`src/hdl/segmented_stack_set_top_assert.svh`:
```
// Assertion macros for the stack set top level.
// Each expands to one labeled concurrent assertion on i_clk, off during reset.
`ifndef SEGMENTED_STACK_SET_TOP_ASSERT_SVH
`define SEGMENTED_STACK_SET_TOP_ASSERT_SVH

// Same-cycle implication.
`define SSS_ASSERT_IMP(lbl, ante, cons, msg) \
    lbl: assert property (@(posedge i_clk) disable iff (!i_rst_n) (ante) |-> (cons)) \
        else $error(msg);

// Next-cycle implication.
`define SSS_ASSERT_NXT(lbl, ante, cons, msg) \
    lbl: assert property (@(posedge i_clk) disable iff (!i_rst_n) (ante) |=> (cons)) \
        else $error(msg);

`endif

```
`src/hdl/sss_pkg.sv`:
```
package sss_pkg;

    // Operation codes
    localparam logic [1:0] KIND_PUSH   = 2'd0;
    localparam logic [1:0] KIND_POP    = 2'd1;
    localparam logic [1:0] KIND_POP_AT = 2'd2;
    localparam logic [1:0] KIND_PEEK   = 2'd3;

    // Status codes
    localparam logic [1:0] STAT_OK    = 2'd0;
    localparam logic [1:0] STAT_EMPTY = 2'd1;
    localparam logic [1:0] STAT_FULL  = 2'd2;

    // Capacity register
    localparam int unsigned    CFG_W     = 5;
    localparam logic [CFG_W-1:0] CAP_RESET = 5'd16;

    typedef struct packed {
        logic [1:0]         kind;
        logic signed [31:0] push_value;
        logic [3:0]         stack_index;
    } t_in_item;

    typedef struct packed {
        logic signed [31:0] result_value;
        logic [1:0]         status;
        logic               all_empty;
        logic [4:0]         stacks_in_use;
    } t_out_item;

    typedef enum logic [1:0] {
        S_IDLE,
        S_MAP,
        S_EXEC,
        S_RESULT
    } t_state;

    // Controller to datapath
    typedef struct packed {
        logic load;   // capture request
        logic map;    // resolve slots, read fill count
        logic exec;   // commit update, read value
        logic emit;   // load output register
    } t_cmd;

    // Datapath to controller
    typedef struct packed {
        logic out_free;
    } t_sts;

endpackage

```
`src/hdl/sss_ctrl.sv`:
```
module sss_ctrl (
    input  logic          i_clk,
    input  logic          i_rst_n,
    input  logic          i_in_valid,
    output logic          o_in_ready,
    input  sss_pkg::t_sts i_sts,
    output sss_pkg::t_cmd o_cmd
);

    sss_pkg::t_state r_state;
    sss_pkg::t_state n_state;

    // State register
    always_ff @(posedge i_clk) begin
        if (!i_rst_n) begin
            r_state <= sss_pkg::S_IDLE;
        end else begin
            r_state <= n_state;
        end
    end

    // Next state
    always_comb begin
        n_state = r_state;
        case (r_state)
            sss_pkg::S_IDLE: begin
                if (i_in_valid) n_state = sss_pkg::S_MAP;
            end
            sss_pkg::S_MAP: begin
                n_state = sss_pkg::S_EXEC;
            end
            sss_pkg::S_EXEC: begin
                n_state = sss_pkg::S_RESULT;
            end
            sss_pkg::S_RESULT: begin
                // hold until the output register can take the result
                if (i_sts.out_free) n_state = sss_pkg::S_IDLE;
            end
            default: begin
                n_state = sss_pkg::S_IDLE;
            end
        endcase
    end

    // Outputs
    always_comb begin
        o_in_ready = 1'b0;
        o_cmd      = '0;
        case (r_state)
            sss_pkg::S_IDLE: begin
                o_in_ready = 1'b1;
                o_cmd.load = i_in_valid;
            end
            sss_pkg::S_MAP: begin
                o_cmd.map = 1'b1;
            end
            sss_pkg::S_EXEC: begin
                o_cmd.exec = 1'b1;
            end
            sss_pkg::S_RESULT: begin
                o_cmd.emit = i_sts.out_free;
            end
            default: begin
                o_in_ready = 1'b0;
            end
        endcase
    end

endmodule

```
`config.mk`:
```
export PLATFORM = sky130hd
export DESIGN_NAME = sss_ctrl
export DESIGN_NICKNAME = d
export VERILOG_FILES = /design/src/hdl/segmented_stack_set_top_assert.svh /design/src/hdl/sss_pkg.sv /design/src/hdl/sss_ctrl.sv
export SDC_FILE = /design/constraint.sdc
export NUM_CORES = 1
export LEC_CHECK = 0
export ABC_AREA = 1
export BUFFER_PORTS_ARGS = -buffer_cell sky130_fd_sc_hd__buf_4
export CORE_AREA = 2 2 39 41
export CTS_BUF_LIST = sky130_fd_sc_hd__clkbuf_4 sky130_fd_sc_hd__clkbuf_8
export DETAILED_ROUTE_END_ITERATION = 7
export DIE_AREA = 0 0 41 43
export PLACE_DENSITY = 0.41
export SLEW_MARGIN = 20
export SYNTH_ARGS = -nofsm -noshare
export SYNTH_HDL_FRONTEND = slang
export SYNTH_SLANG_ARGS = --single-unit
```
`constraint.sdc`:
```
create_clock -name i_clk -period 3.1 [get_ports i_clk]
set_input_delay 0.465 -clock i_clk [delete_from_list [all_inputs] [get_ports i_clk]]
set_output_delay 0.465 -clock i_clk [all_outputs]
set_load 0.02 [all_outputs]
```
==> impl_metrics.csv, run 1 <==
group,metric,value,unit
route,wl_per_cell,6.453,um
sta,fin_crit_sh,0.5262,
synth,ys_async_sr_fraction,0,
floorplanning,core-area,0.001384,mm2
synth,yosysUniqueCellTypes,8,
route,avgViaCountPerCell,3.245,
synth,ys_warn_count,0,
finish,reg_top3,"r_state (2)",
global_routing,grt_antenna_before_repair,0,
floorplanning,ios,9,
place,io_buffers,8,
finish,finalNetCount,47,
clock_tree,postCtsSetupBuffers,0,
sta,max_freq,613.1,MHz
synth,netlist_top_cells_count,"inv_1, nand2_1, ha_1, nor2_1",
synth,synth.top_cell.area_share,0.2797,
sta,fin_crit,1.631,ns
status,status,"finished clean",
clock_tree,cts_tree,"built",
floorplanning,initial_core_util,0.1293,
global_routing,grt_overflow,0,
finish,drive_above_1_share,0.3784,
setup_path,end_kind,"primary output",
route,first_iter_violations,0,
job,cap_violations,0,
sta,drv_slew,0,
finish,largest_register,"r_state",
setup_path,required,2.63,ns
clock_tree,htree_levels,1,
clock_tree,ctsHoldBuffers,0,
sta,worst_slew_pin_slew,0.1481,ns
clock_tree,cts_buffer_depth,2,
setup_path,path_max_fanout,4,
global_routing,grt_use_total,0.04810,
synth,yosysMostFrequentCell,"inv_1",
finish,largest_reg_flops,2,
finish,regArea,40.04,um2
clock_tree,cts.sinks,2,
power_and_ir_drop,p_leak,0.0001702,uW
synth,synth_area_leaders,"ha_1, dfxtp_1, inv_1",
synth,yosysSeqAreaShare,0.2238,
synth,synth_area,178.9,um2
hold_path,hp-class,"input port to flip-flop",
power_and_ir_drop,powerDensity,937.4,mW/mm2
floorplanning,die_x,41,um
synth,post_synth.cell_area_avg,6.882,um2
power_and_ir_drop,irDropWorstVdd,0.1687,mV
synth,synth_area_leader_cell,"ha_1",
clock_tree,cts_resized,0,
setup_path,path_class,"flip-flop to primary output",
synth,synthesis.nets,34,
setup_path,critPathLaunchType,"flip-flop",
route,wirelength,342,um
floorplanning,rows,14,
route,drtAntennaViolNets,0,
global_routing,grt_pass1_wl,531,um
finish,syn_to_final_growth,57.34,%
place,place_area,259.0,um2
route,drtPass1Iterations,1,
synth,synthFlopType,"dfxtp_1",
floorplanning,die_area,0.001763,mm2
clock_tree,root_buffer,"clkbuf_4",
floorplanning,die_h,43,um
route,num_vias,172,
place,dpl.hpwl,293.5,um
global_routing,grt_max_degree,5,
sta,setup_violations,0,
sta,clock_skew,0.0009355,ns
finish,num_antenna_cells,0,
place,routabilityCongestion,0.5873,
clock_tree,cts_buffers,3,
clock_tree,cts.clk_slew.worst_paths,0.03,ns
sta,grt_setup_unrepaired,"no",
global_routing,grt_pass1_vias,160,
finish,multi_input_area,112.6,um2
sta,finalSetupTns,0,ns
synth,synth_edf_count,0,
synth,ys_ff_latch,2,
sta,finalHoldViolations,0,
clock_tree,clock_latency,0.22,ns
setup_path,worst_ep_arrival_time,1.17,ns
route,drc,0,
sta,maxSlewHeadroom,0.9011,
finish,nFillCells,157,
finish,finalInstanceArea,281.5,um2
synth,synthCells,26,
area by class of cell:
type                            instances  area share
Tap cell                               16     0.07111
Timing Repair Buffer                    8      0.2133
Multi-Input combinational cell         17      0.4000
Clock buffer                            3     0.08000
Sequential cell                         2      0.1422
Inverter                                7     0.09333
cell usage in the layout (no fill, tap or decap):
| cell type | instances |
|---|---|
| nand2_1 | 5 |
| dfxtp_1 | 2 |
| clkbuf_4 | 3 |
| nor2_1 | 3 |
| nand3_2 | 1 |
| ha_1 | 4 |
| buf_4 | 8 |
| nand2_2 | 2 |
| inv_1 | 7 |
| a21oi_1 | 2 |
per-layer routing:
layer,up-vias,global-route usage,share of wire
met4,0,0.06000,0
met3,0,0.01571,0.076
met5,-,0,0
met2,5,0.06875,0.54
met1,69,0.04473,0.38
li1,98,-,-
cells by family (layout without fill, tap and decap cells):
kind of cell    count (synthesis)  in the layout  share of synthesized area
compound gates                  2              2                    0.05595
fa+ha+maj                       4              4                     0.2797
buf+inv                         7             18                     0.1469
flops                           2              2                     0.2238
simple gates                   11             11                     0.2937
power by group:
group | internal, uW | leakage, uW | switching (uW)
Combinational | 69.3 | 0.000140 | 88.8
Sequential | 37.2 | 0.0000166 | 12.2
Clock | 42.6 | 0.0000138 | 13.7
Total | 149 | 0.000170 | 115
path summary, 6_finish.rpt:
check                                 end  depth (start not counted)                    start  slack (ns)
setup / recovery                 o_cmd[3]                          5  r_state[0]$_SDFFE_PN0P_        1.47
hold reg to reg   r_state[0]$_SDFFE_PN0P_                          2  r_state[0]$_SDFFE_PN0P_        0.54
setup reg to reg  r_state[0]$_SDFFE_PN0P_                          6  r_state[0]$_SDFFE_PN0P_        2.02
hold / removal    r_state[1]$_SDFFE_PN0P_                          3                  i_rst_n        0.48
worst max-delay path: stages, from the launching register on:
cell and delay (ns):
dfxtp_1 0.37, inv_1 0.08, ha_1 0.25, nand2_1 0.07, inv_1 0.03, buf_4 0.14
through the flow:
step           total power, uW  std cells  hold slack, ns  setup slack [ns]  utilization
5_1_grt                  296.6         53          0.5188             1.389       0.2034
4_1_cts                  273.3         53          0.4763             1.446       0.2034
6_report                 263.9         53          0.4831             1.469       0.2034
3_5_place_dp             211.9         50          0.5437             1.689       0.1872
2_1_floorplan            162.6         26          0.4915             1.699            -
3_3_place_gp             211.5         50          0.5491             1.694       0.1872
Power figures use the tool's default switching activity.
==> inputs of run 2 (changes only) <==
- PLACE_DENSITY: 0.41 -> 0.42
- clock period: 3.1 -> 1.4 ns (I/O delays scaled with it)
==> run 2 against run 1 <==
Final cell count unchanged. Clock power increased by 120%. Utilization increased by 0.36 points. Sequential cell count unchanged. Total power increased by 130%. Clock skew increased by 0.0027 ns. Count of clock-buffer cells in the layout unchanged. Worst setup slack got worse by 1.3 ns. Highest routed layer unchanged.
==> impl_metrics.csv, run 2 (synthesis gave the netlist of run 1 again) <==
group,metric,value,unit
finish,postLayoutCoreUtil,0.2071,
job,cap_violations,0,
place,dp_slack,0.2482,ns
finish,syn_to_final_growth,60.14,%
route,drtAntennaViolNets,0,
finish,drive_above_1_share,0.4595,
floorplanning,core-area,0.001384,mm2
finish,largest_reg_flops,2,
route,wl_per_cell,6.547,um
power_and_ir_drop,p_seq_frac,0.191,
clock_tree,cts_tree,"built",
power_and_ir_drop,p_comb_frac,0.599,
sta,drv_slew,0,
sta,finalHoldViolations,0,
route,drtPass1Iterations,2,
route,wirelength,347,um
finish,num_antenna_cells,0,
setup_path,critPathLaunchType,"flip-flop",
place,io_buffers,8,
global_routing,grt_overflow,0,
sta,fin_ws,0.1216,ns
sta,maxSlewHeadroom,0.9224,
global_routing,grt_antenna_before_repair,0,
route,met1_length,158,um
setup_path,reg2reg_from,"r_state[0]$_SDFFE_PN0P_",
floorplanning,ios,9,
hold_path,hp-class,"input port to flip-flop",
setup_path,path_class,"flip-flop to primary output",
route,wl_met2,161,um
global_routing,grt_pass1_vias,153,
floorplanning,rows,14,
power_and_ir_drop,irDropWorstVdd,0.5248,mV
floorplanning,die_h,43,um
sta,max_freq,782.2,MHz
route,drc,0,
power_and_ir_drop,powerDensity,2101,mW/mm2
global_routing,grt_use_total,0.05105,
route,num_vias,174,
floorplanning,die_x,41,um
sta,grt_setup_unrepaired,"no",
place,dpl.hpwl,280.3,um
power_and_ir_drop,p_sw,260.0,uW
setup_path,path_max_fanout,4,
route,wl_met3,27,um
setup_path,crit_path_start,"r_state[0]$_SDFFE_PN0P_",
clock_tree,root_buffer,"clkbuf_4",
sta,fin_crit,1.278,ns
setup_path,end_kind,"primary output",
power_and_ir_drop,pwr-share-clk,0.210,
finish,reg_top3,"r_state (2)",
clock_tree,htree_levels,1,
setup_path,required,1.19,ns
route,avgViaCountPerCell,3.283,
setup_path,worst_ep_arrival_time,1.07,ns
sta,finalSetupTns,0,ns
sta,clock_skew,0.003636,ns
sta,worst_slew_pin_slew,0.1164,ns
status,status,"finished clean",
sta,setup_violations,0,
power_and_ir_drop,power,602.1,uW
finish,final_common_cell,"buf_4",
finish,final_cell_mix,"buf_4, inv_1, nand2_1",
clock_tree,cts.clk_slew.worst_paths,0.03,ns
finish,finalNetCount,47,
global_routing,grt_pass1_wl,552,um
finish,largest_register,"r_state",
clock_tree,ctsHoldBuffers,0,
floorplanning,initial_core_util,0.1293,
clock_tree,cts_buffer_depth,2,
hold_path,min_from,"i_rst_n",
route,first_iter_violations,3,
clock_tree,cts.sinks,2,
sta,hold_ws,0.2325,ns
power_and_ir_drop,p_sw_frac,0.4318,
clock_tree,cts_buffers,3,
sta,fin_crit_sh,0.9131,
power_and_ir_drop,p_leak,0.0001696,uW
route,highest_layer,"met3",
power_and_ir_drop,internal-power,342.1,uW
global_routing,grt_max_degree,5,
floorplanning,die_area,0.001763,mm2
setup_path,r2r_slack,0.39,ns
place,routabilityCongestion,0.5879,
clock_tree,clock_latency,0.22,ns
run 2: cell count changes in the layout (fill, tap and decap cells not counted):
cell	before	now
dfxtp_2	0	2
ha_1	4	3
dfxtp_1	2	0
ha_2	0	1
run 2: stage by stage:
step / instances / area [um2]
after detailed placement: 50 / 259.0
final: 53 / 286.5
after global placement: 50 / 259.0
after global routing: 53 / 286.5
after floorplan: 26 / 178.9
after CTS: 53 / 281.5
run 2: worst max-delay path, cell delays in order, from the launching register on:
cell and delay, ns:
dfxtp_2 0.34, inv_1 0.06, ha_2 0.20, nand2_1 0.06
inv_1 0.03, buf_4 0.14
run 2: path summary, 6_finish.rpt:
| path | endpoint | depth (start not counted) |
|---|---|---|
| min | r_state[1]$_SDFFE_PN0P_ | 3 |
| min reg2reg | r_state[0]$_SDFFE_PN0P_ | 2 |
| max | o_cmd[3] | 5 |
| max reg2reg | r_state[0]$_SDFFE_PN0P_ | 5 |
run 2: final cells by class:
type                            count  area [um2]
Fill cell                         159        1097
Sequential cell                     2       42.54
Clock buffer                        3       22.52
Timing Repair Buffer                8       60.06
Multi-Input combinational cell     17       115.1
Inverter                            7       26.28
Tap cell                           16       20.02
run 2: power groups by stage:
stage	combinational [uW]	sequential [uW]	clock, uW
2_1_floorplan	257	103	0
3_3_place_gp	358	112	0
3_5_place_dp	359	111	0
4_1_cts	360	110	136
5_1_grt	417	118	146
6_report	361	115	126
run 2: timing repair:
action / in CTS / in global routing
setup endpoints to repair: 0 / 1
setup buffers: 0 / 0
gates resized for setup: 0 / 3
endpoints found under the hold margin: 0 / 0
run 2: routing by layer:
layer	global-route usage	up-vias
met4	0.04000	0
li1	-	98
met1	0.05096	71
met3	0.04712	0
met2	0.06250	5
met5	0	-
==> inputs of run 3 (changes only) <==
- CTS_CLUSTER_DIAMETER: default -> 60
- PLACE_DENSITY: 0.42 -> 0.45
==> run 3 against run 2 <==
Sequential power is essentially flat. Clock skew shrank 0.0031 ns. Fmax shrank 3.2%. Worst setup slack lost 0.042 ns. Register-to-register slack lost 0.02 ns. Non-clock buffer count is the same. Final cell count is the same. Global-route usage shrank 0.60 points. Sequential cell count is the same. Utilization shrank 0.18 points. Largest cell class unchanged. Largest power group unchanged.
==> impl_metrics.csv, run 3 (synthesis gave the netlist of run 1 again) <==
group,metric,value,unit
clock_tree,cts_buffer_depth,2,
hold_path,hp-class,"input port to flip-flop",
sta,drv_slew,0,
global_routing,grt_pass1_vias,154,
sta,setup_violations,0,
clock_tree,ctsHoldBuffers,0,
setup_path,worstSetupPathDepth,5,
sta,worst_slew_pin_slew,0.1458,ns
sta,finalHoldViolations,0,
power_and_ir_drop,irDropWorstVdd,0.6949,mV
clock_tree,root_buffer,"clkbuf_4",
place,routabilityCongestion,0.5836,
route,drc,0,
floorplanning,ios,9,
place,io_buffers,8,
finish,drive_above_1_share,0.4324,
global_routing,grt_overflow,0,
place,place_area,259.0,um2
global_routing,grt_antenna_before_repair,0,
sta,fin_crit_sh,0.9432,
clock_tree,cts_buffers,3,
route,wl_per_cell,6.472,um
setup_path,path_max_fanout,4,
clock_tree,cts.clk_slew.worst_paths,0.03,ns
clock_tree,cts.sinks,2,
setup_path,end_kind,"primary output",
setup_path,crit_chain,"inv_1, ha_1, nand2_1, inv_1, buf_4",
power_and_ir_drop,powerDensity,2086,mW/mm2
place,dp_slack,0.2548,ns
finish,reg_top3,"r_state (2)",
power_and_ir_drop,power,592.5,uW
route,drtAntennaViolNets,0,
setup_path,crit_top_cell,"inv_1",
setup_path,max_stage_delay,0.34,ns
finish,finalNetCount,47,
hold_path,hold_depth,3,
finish,finalInstanceArea,284.0,um2
clock_tree,cts_tree,"built",
floorplanning,rows,14,
setup_path,cp_top_family,"flip-flops",
route,avgViaCountPerCell,3.038,
floorplanning,die_area,0.001763,mm2
route,num_vias,161,
setup_path,reg2reg_from,"r_state[0]$_SDFFE_PN0P_",
finish,multi_input_area,112.6,um2
route,wirelength,343,um
sta,clock_skew,0.0005468,ns
sta,max_freq,757.3,MHz
hold_path,min_from,"i_rst_n",
setup_path,crit_buf_inv,3,
setup_path,required,1.19,ns
finish,syn_to_final_growth,58.74,%
clock_tree,clock_latency,0.22,ns
setup_path,critPathLaunchType,"flip-flop",
global_routing,grt_pass1_wl,462,um
global_routing,grt_use_total,0.04509,
setup_path,path_class,"flip-flop to primary output",
setup_path,reg2reg_depth,6,
job,cap_violations,0,
finish,largest_reg_flops,2,
clock_tree,htree_levels,1,
floorplanning,core-area,0.001384,mm2
setup_path,worst_ep_arrival_time,1.11,ns
global_routing,grt_max_degree,5,
sta,fin_ws,0.07950,ns
route,first_iter_violations,3,
clock_tree,postCtsSetupBuffers,0,
finish,final_cell_mix,"buf_4, inv_1, nand2_1",
setup_path,cp_slowest_cell,"dfxtp_2",
sta,finalSetupTns,0,ns
place,dpl.hpwl,265.6,um
floorplanning,initial_core_util,0.1293,
finish,regArea,42.54,um2
sta,fin_crit,1.321,ns
finish,num_antenna_cells,0,
route,drtPass1Iterations,4,
setup_path,r2r_end,"r_state[0]$_SDFFE_PN0P_",
sta,grt_setup_unrepaired,"no",
sta,maxSlewHeadroom,0.9028,
floorplanning,die_h,43,um
floorplanning,die_x,41,um
status,status,"finished clean",
finish,nFillCells,153,
finish,final_common_cell,"buf_4",
hold_path,holdPathEnd,"r_state[1]$_SDFFE_PN0P_",
finish,largest_register,"r_state",
power_and_ir_drop,p_leak,0.0001708,uW
setup_path,r2r_slack,0.37,ns
## run 3: cell counts in the layout (fill, tap and decap cells not counted)
No cell type changed its count.
## run 3: how the worst max path moves through the flow
stage / from / endpoint / slack [ns]
floorplan: r_state[0]$_SDFFE_PN0P_ / o_cmd[3] / 0.25
global placement: r_state[0]$_SDFFE_PN0P_ / o_cmd[3] / 0.27
detailed placement: r_state[0]$_SDFFE_PN0P_ / o_cmd[3] / 0.25
CTS: r_state[0]$_SDFFE_PN0P_ / o_cmd[3] / 0.007
global route: r_state[0]$_SDFFE_PN0P_ / o_cmd[3] / 0.005
finish: r_state[0]$_SDFFE_PN0P_ / o_cmd[3] / 0.08
## run 3: timing repair
item,4_1_cts,5_1_grt
endpoints found under the hold margin,0,0
resized for setup,0,2
setup endpoints to repair,0,1
## run 3: power breakdown
group	internal (uW)	leakage [uW]	total, uW	switching (uW)
Combinational	154	0.000140	352	198
Clock	94.5	0.0000138	127	32.3
Sequential	88.1	0.0000172	114	25.6
Total	337	0.000171	592	256
## run 3: worst min-delay path, stage by stage
cell and delay (ns):
buf_4 0.11, nand2_1 0.06, nor2_1 0.03
## run 3: layout make-up
type / instances / share of cell area
multi-input cells: 17 / 0.3965
repair buffers: 8 / 0.2115
flip-flops and latches: 2 / 0.1498
inverters: 7 / 0.09251
clock buffers: 3 / 0.07930
well taps: 16 / 0.07048
## run 3: layer usage
layer / vias up / global-route usage / part of all wire
li1: 97 / - / -
met1: 59 / 0.03195 / 0.40
met4: 0 / 0.08000 / 0
met5: - / 0 / 0
met2: 5 / 0.06250 / 0.51
met3: 0 / 0.01571 / 0.085
## run 3: metrics by stage
stage | hold WS [ns] | utilization | instances
CTS | 0.2283 | 0.2034 | 53
floorplan | 0.3306 | - | 26
global route | 0.2307 | 0.2052 | 53
detailed placement | 0.4674 | 0.1872 | 50
finish | 0.2304 | 0.2052 | 53
global placement | 0.4552 | 0.1872 | 50
